[src/assert_macros.svh]
// assertion helpers shared by the rtl
`ifndef ASSERT_MACROS_SVH
`define ASSERT_MACROS_SVH

// same-cycle implication, checked out of reset
`define ASSERT_SAME(label, clk, rst_n, ante, cons, msg) \
    label: assert property (@(posedge clk) disable iff (!rst_n) (ante) |-> (cons)) \
        else $error(msg);

// next-cycle implication, checked out of reset
`define ASSERT_NEXT(label, clk, rst_n, ante, cons, msg) \
    label: assert property (@(posedge clk) disable iff (!rst_n) (ante) |=> (cons)) \
        else $error(msg);

`endif

[src/stbs_pkg.sv]
`timescale 1ns / 1ps

package stbs_pkg;

    // table geometry
    localparam int TABLE_DEPTH = 1024;
    localparam int ADDR_W      = $clog2(TABLE_DEPTH);
    localparam int LEN_W       = $clog2(TABLE_DEPTH + 1);
    localparam int VAL_W       = 32;

    // action codes
    localparam logic ACT_WRITE  = 1'b0;
    localparam logic ACT_SEARCH = 1'b1;

    // controller states
    typedef enum logic {
        ST_IDLE,
        ST_PROBE
    } t_state;

    // controller to datapath commands
    typedef struct packed {
        logic load;
        logic step;
        logic write;
        logic emit;
        logic emit_hit;
    } t_dp_cmd;

    // datapath to controller status
    typedef struct packed {
        logic len_zero;
        logic hit;
        logic next_empty;
    } t_dp_status;

endpackage

[src/stbs_ctrl.sv]
`timescale 1ns / 1ps

module stbs_ctrl
    import stbs_pkg::*;
(
    input  logic       i_clk,
    input  logic       i_rst_n,
    input  logic       start,
    input  logic       i_action,
    input  t_dp_status i_status,
    output t_dp_cmd    o_cmd,
    output logic       busy
);

    t_state r_state;
    t_state n_state;

    // state register
    always_ff @(posedge i_clk) begin
        if (!i_rst_n) begin
            r_state <= ST_IDLE;
        end else begin
            r_state <= n_state;
        end
    end

    // next state
    always_comb begin
        n_state = r_state;
        unique case (r_state)
            ST_IDLE: begin
                if (start && (i_action == ACT_SEARCH) && !i_status.len_zero) begin
                    n_state = ST_PROBE;
                end
            end
            ST_PROBE: begin
                if (i_status.hit || i_status.next_empty) begin
                    n_state = ST_IDLE;
                end
            end
        endcase
    end

    // commands
    always_comb begin
        o_cmd = '0;
        busy  = 1'b0;
        unique case (r_state)
            ST_IDLE: begin
                if (start && (i_action == ACT_WRITE)) begin
                    o_cmd.write = 1'b1;
                end
                if (start && (i_action == ACT_SEARCH)) begin
                    o_cmd.load = 1'b1;
                    // empty table answers at once
                    o_cmd.emit = i_status.len_zero;
                end
            end
            ST_PROBE: begin
                busy           = 1'b1;
                o_cmd.step     = 1'b1;
                o_cmd.emit     = i_status.hit || i_status.next_empty;
                o_cmd.emit_hit = i_status.hit;
            end
        endcase
    end

endmodule

[config.mk]
export PLATFORM = sky130hd
export DESIGN_NAME = stbs_ctrl
export DESIGN_NICKNAME = d
export VERILOG_FILES = /design/src/assert_macros.svh /design/src/stbs_pkg.sv /design/src/stbs_ctrl.sv
export SDC_FILE = /design/constraint.sdc
export NUM_CORES = 1
export LEC_CHECK = 0
export BUFFER_PORTS_ARGS = -buffer_cell sky130_fd_sc_hd__buf_2
export CORE_AREA = 3 3 40 42
export DETAILED_ROUTE_END_ITERATION = 10
export DIE_AREA = 0 0 43 45
export MAX_ROUTING_LAYER = met4
export SYNTH_ARGS = -nofsm -noshare
export SYNTH_HDL_FRONTEND = slang
export SYNTH_SLANG_ARGS = --single-unit
[constraint.sdc]
create_clock -name i_clk -period 1.4 [get_ports i_clk]
set_input_delay 0.28 -clock i_clk [delete_from_list [all_inputs] [get_ports i_clk]]
set_output_delay 0.28 -clock i_clk [all_outputs]
set_load 0.01 [all_outputs]
==> load_flow_metrics.sql <==
INSERT INTO impl_metrics (metric_group, metric, value, unit) VALUES
('run_status', 'status', 'finished clean', ''),
('critical_path', 'critical_path_peak_fanout', '2', ''),
('clock_tree', 'cts-resized-gates', '0', ''),
('power_and_ir_drop', 'combPwrFrac', '48.6', '%'),
('die', 'die_width', '43', 'um'),
('timing', 'skew', '0', 'ps'),
('cells_and_area', 'multiInputGateArea', '66.31', 'um^2'),
('routing', 'ant_nets', '0', ''),
('critical_path', 'worstSetupEndpoint', 'o_cmd[1]', ''),
('placement', 'numPortBuffers', '12', ''),
('placement', 'numPlacedInstances', '36', ''),
('clock_tree', 'cts.clk_slew.worst_paths', '0', 'ps'),
('critical_path', 'path_depth', '4', ''),
('cells_and_area', 'most_frequent_standard_cell_in_the_layout_excluding_fill_and_tap_cells', 'sky130_fd_sc_hd__buf_2', ''),
('grt', 'antenna_found_initial', '0', ''),
('critical_path', 'worst_setup_path_end_kind', 'output pin', ''),
('critical_path', 'cpPeakStageDelay', '220', 'ps'),
('synthesis', 'synth.cell_area', '93.84', 'um^2'),
('grt', 'grt_usage', '2.564', '%'),
('critical_path', 'critical_path.startpoint_type', 'input pin', ''),
('power_and_ir_drop', 'p_clk_share', '0', '%'),
('grt', 'grt_pass1_wl', '386', 'um'),
('timing', 'worst-slew-pin-transition', '192.6', 'ps'),
('synthesis', 'synth.yosys.warnings', '0', ''),
('die', 'fp.dieArea', '1935', 'um^2'),
('power_and_ir_drop', 'peakVddDrop', '0.1793', 'mV'),
('critical_path', 'setup.reg_to_reg.worst_slack', '470', 'ps'),
('timing', 'final_max_slew_viol_count', '0', ''),
('power_and_ir_drop', 'power.internal', '0.00004673', 'W'),
('critical_path', 'cp.buffers_inverters', '2', ''),
('routing', 'dr_total_vias', '120', ''),
('cells_and_area', 'fin_nets', '30', ''),
('cells_and_area', 'num_antenna_cells', '0', ''),
('critical_path', 'timing.critical_path.cells', 'buf_2 -> o21ai_0 -> a21bo_1 -> buf_2', ''),
('routing', 'drt_first_pass_iters', '2', ''),
('timing', 'totalNegativeSetupSlack', '0', 'ps'),
('synthesis', 'avgSynthCellArea', '9.384', 'um^2'),
('cells_and_area', 'final_instance_count_excl_fillers', '36', ''),
('synthesis', 'synth.lib_cells_used.distinct', '9', ''),
('power_and_ir_drop', 'power.static_leakage', '0.09346', 'nW'),
('die', 'floorplan.initialDensity', '7.303', '%'),
('cells_and_area', 'flow.area_growth_from_synthesis', '76.00', '%'),
('cells_and_area', 'area.sequential', '20.02', 'um^2'),
('routing', 'routedWlPerCell', '7.361', 'um'),
('critical_path', 'crit_arrival', '920', 'ps'),
('timing', 'finalCriticalPeriod', '1203', 'ps'),
('placement', 'gpl.final_weighted_congestion', '0.5869', ''),
('cells_and_area', 'registers.top_by_ff_count', 'r_state', ''),
('timing', 'grt_setup_unrepaired', 'false', ''),
('cells_and_area', 'reg_top3', 'r_state x1', ''),
('routing', 'post_drt_via_cell_ratio', '3.333', ''),
('critical_path', 'critPathLaunch', 'i_status[0]', ''),
('cells_and_area', 'drive_gt1_share', '66.67', '%'),
('synthesis', 'synth.net_count', '17', ''),
('die', 'ports', '13', ''),
('synthesis', 'ff_latch_count_synth', '1', ''),
('clock_tree', 'insertion_delay', '0', 'ps'),
('power_and_ir_drop', 'net-switching-power', '0.00001445', 'W'),
('critical_path', 'critical_path.reg2reg.startpoint', 'r_state', ''),
('timing', 'clock.fmax', '0.8314', 'GHz'),
('die', 'floorplan.core_area', '1285', 'um^2'),
('critical_path', 'path_class', 'input pin to output pin', ''),
('critical_path', 'cpMaxStageDelayCell', 'sky130_fd_sc_hd__a21bo_1', ''),
('critical_path', 'reg2reg_to', 'r_state', ''),
('cells_and_area', 'final_area', '165.2', 'um^2'),
('worst_hold_path', 'timing.hold.worst.class', 'input pin to flip-flop', ''),
('cells_and_area', 'max_reg_flops', '1', ''),
('power_and_ir_drop', 'power.density_cell_area', '370.4', 'nW/um^2'),
('timing', 'timing.final.crit_share', '85.91', '%'),
('cells_and_area', 'most-common-layout-cells', '12 x sky130_fd_sc_hd__buf_2, 2 x sky130_fd_sc_hd__nor3b_1', ''),
('critical_path', 'worstRegToRegCells', '2', '');
[cell families (layout without fill, tap and decap cells)]
logic type | after synthesis | in the layout | share of synthesized area, %
compound gates | 3 | 3 | 24.00
buf+inv | 1 | 12 | 8.003
flops | 1 | 1 | 21.33
simple gates | 5 | 5 | 46.66
[through the flow]
step / worst slack, ps / utilization [%] / power (W) / hold WS [ps]
after floorplan: 227.1 / - / 0.00004475 / 397.5
after global placement: 193.8 / 12.85 / 0.00006112 / 489.9
after detailed placement: 196.2 / 12.85 / 0.00006147 / 488.4
after global routing: 127.3 / 12.85 / 0.00006467 / 509.1
final: 197.3 / 12.85 / 0.00006118 / 484.4
after CTS: 193.4 / 12.85 / 0.00006155 / 488.4
[layer usage]
layer / vias to the layer above / global-route usage (%) / wire [um] / part of all wire, %
met4: 0 / 0 / 0 / 0
met1: 47 / 4.296 / 140 / 53
met2: 13 / 3.593 / 69 / 26
met5: - / - / 0 / 0
met3: 0 / 0 / 54 / 20
li1: 60 / - / - / -
[final cells by class]
class,instances,area share (%)
flip-flops and latches,1,12.12
multi-input cells,8,40.15
well taps,15,11.36
repair buffers,12,36.36
[power groups by stage]
stage / clock network [W] / registers [W] / logic, W
after detailed placement: 0 / 0.0000315 / 0.0000299
after global placement: 0 / 0.0000315 / 0.0000297
after floorplan: 0 / 0.0000317 / 0.0000131
after CTS: 0 / 0.0000316 / 0.0000300
after global routing: 0 / 0.0000318 / 0.0000328
final: 0 / 0.0000314 / 0.0000297
[cells in the mapped netlist]
cell type	count	area [um^2]
sky130_fd_sc_hd__and4bb_2	1	12.51
sky130_fd_sc_hd__nor3b_1	2	15.01
sky130_fd_sc_hd__dfxtp_1	1	20.02
sky130_fd_sc_hd__and2_2	1	7.510
sky130_fd_sc_hd__o21a_1	1	7.510
sky130_fd_sc_hd__buf_4	1	7.510
sky130_fd_sc_hd__o21ai_0	1	5.000
sky130_fd_sc_hd__and3b_1	1	8.760
sky130_fd_sc_hd__a21bo_1	1	10.01
[worst min-delay path by stage]
stage	start	end	slack [ps]	cells past startpoint
finish	i_rst_n	r_state	480	2
global route	i_rst_n	r_state	510	2
CTS	i_rst_n	r_state	490	2
detailed placement	i_rst_n	r_state	490	2
global placement	i_rst_n	r_state	490	2
floorplan	i_rst_n	r_state	400	1
Power figures use the tool's default switching activity.
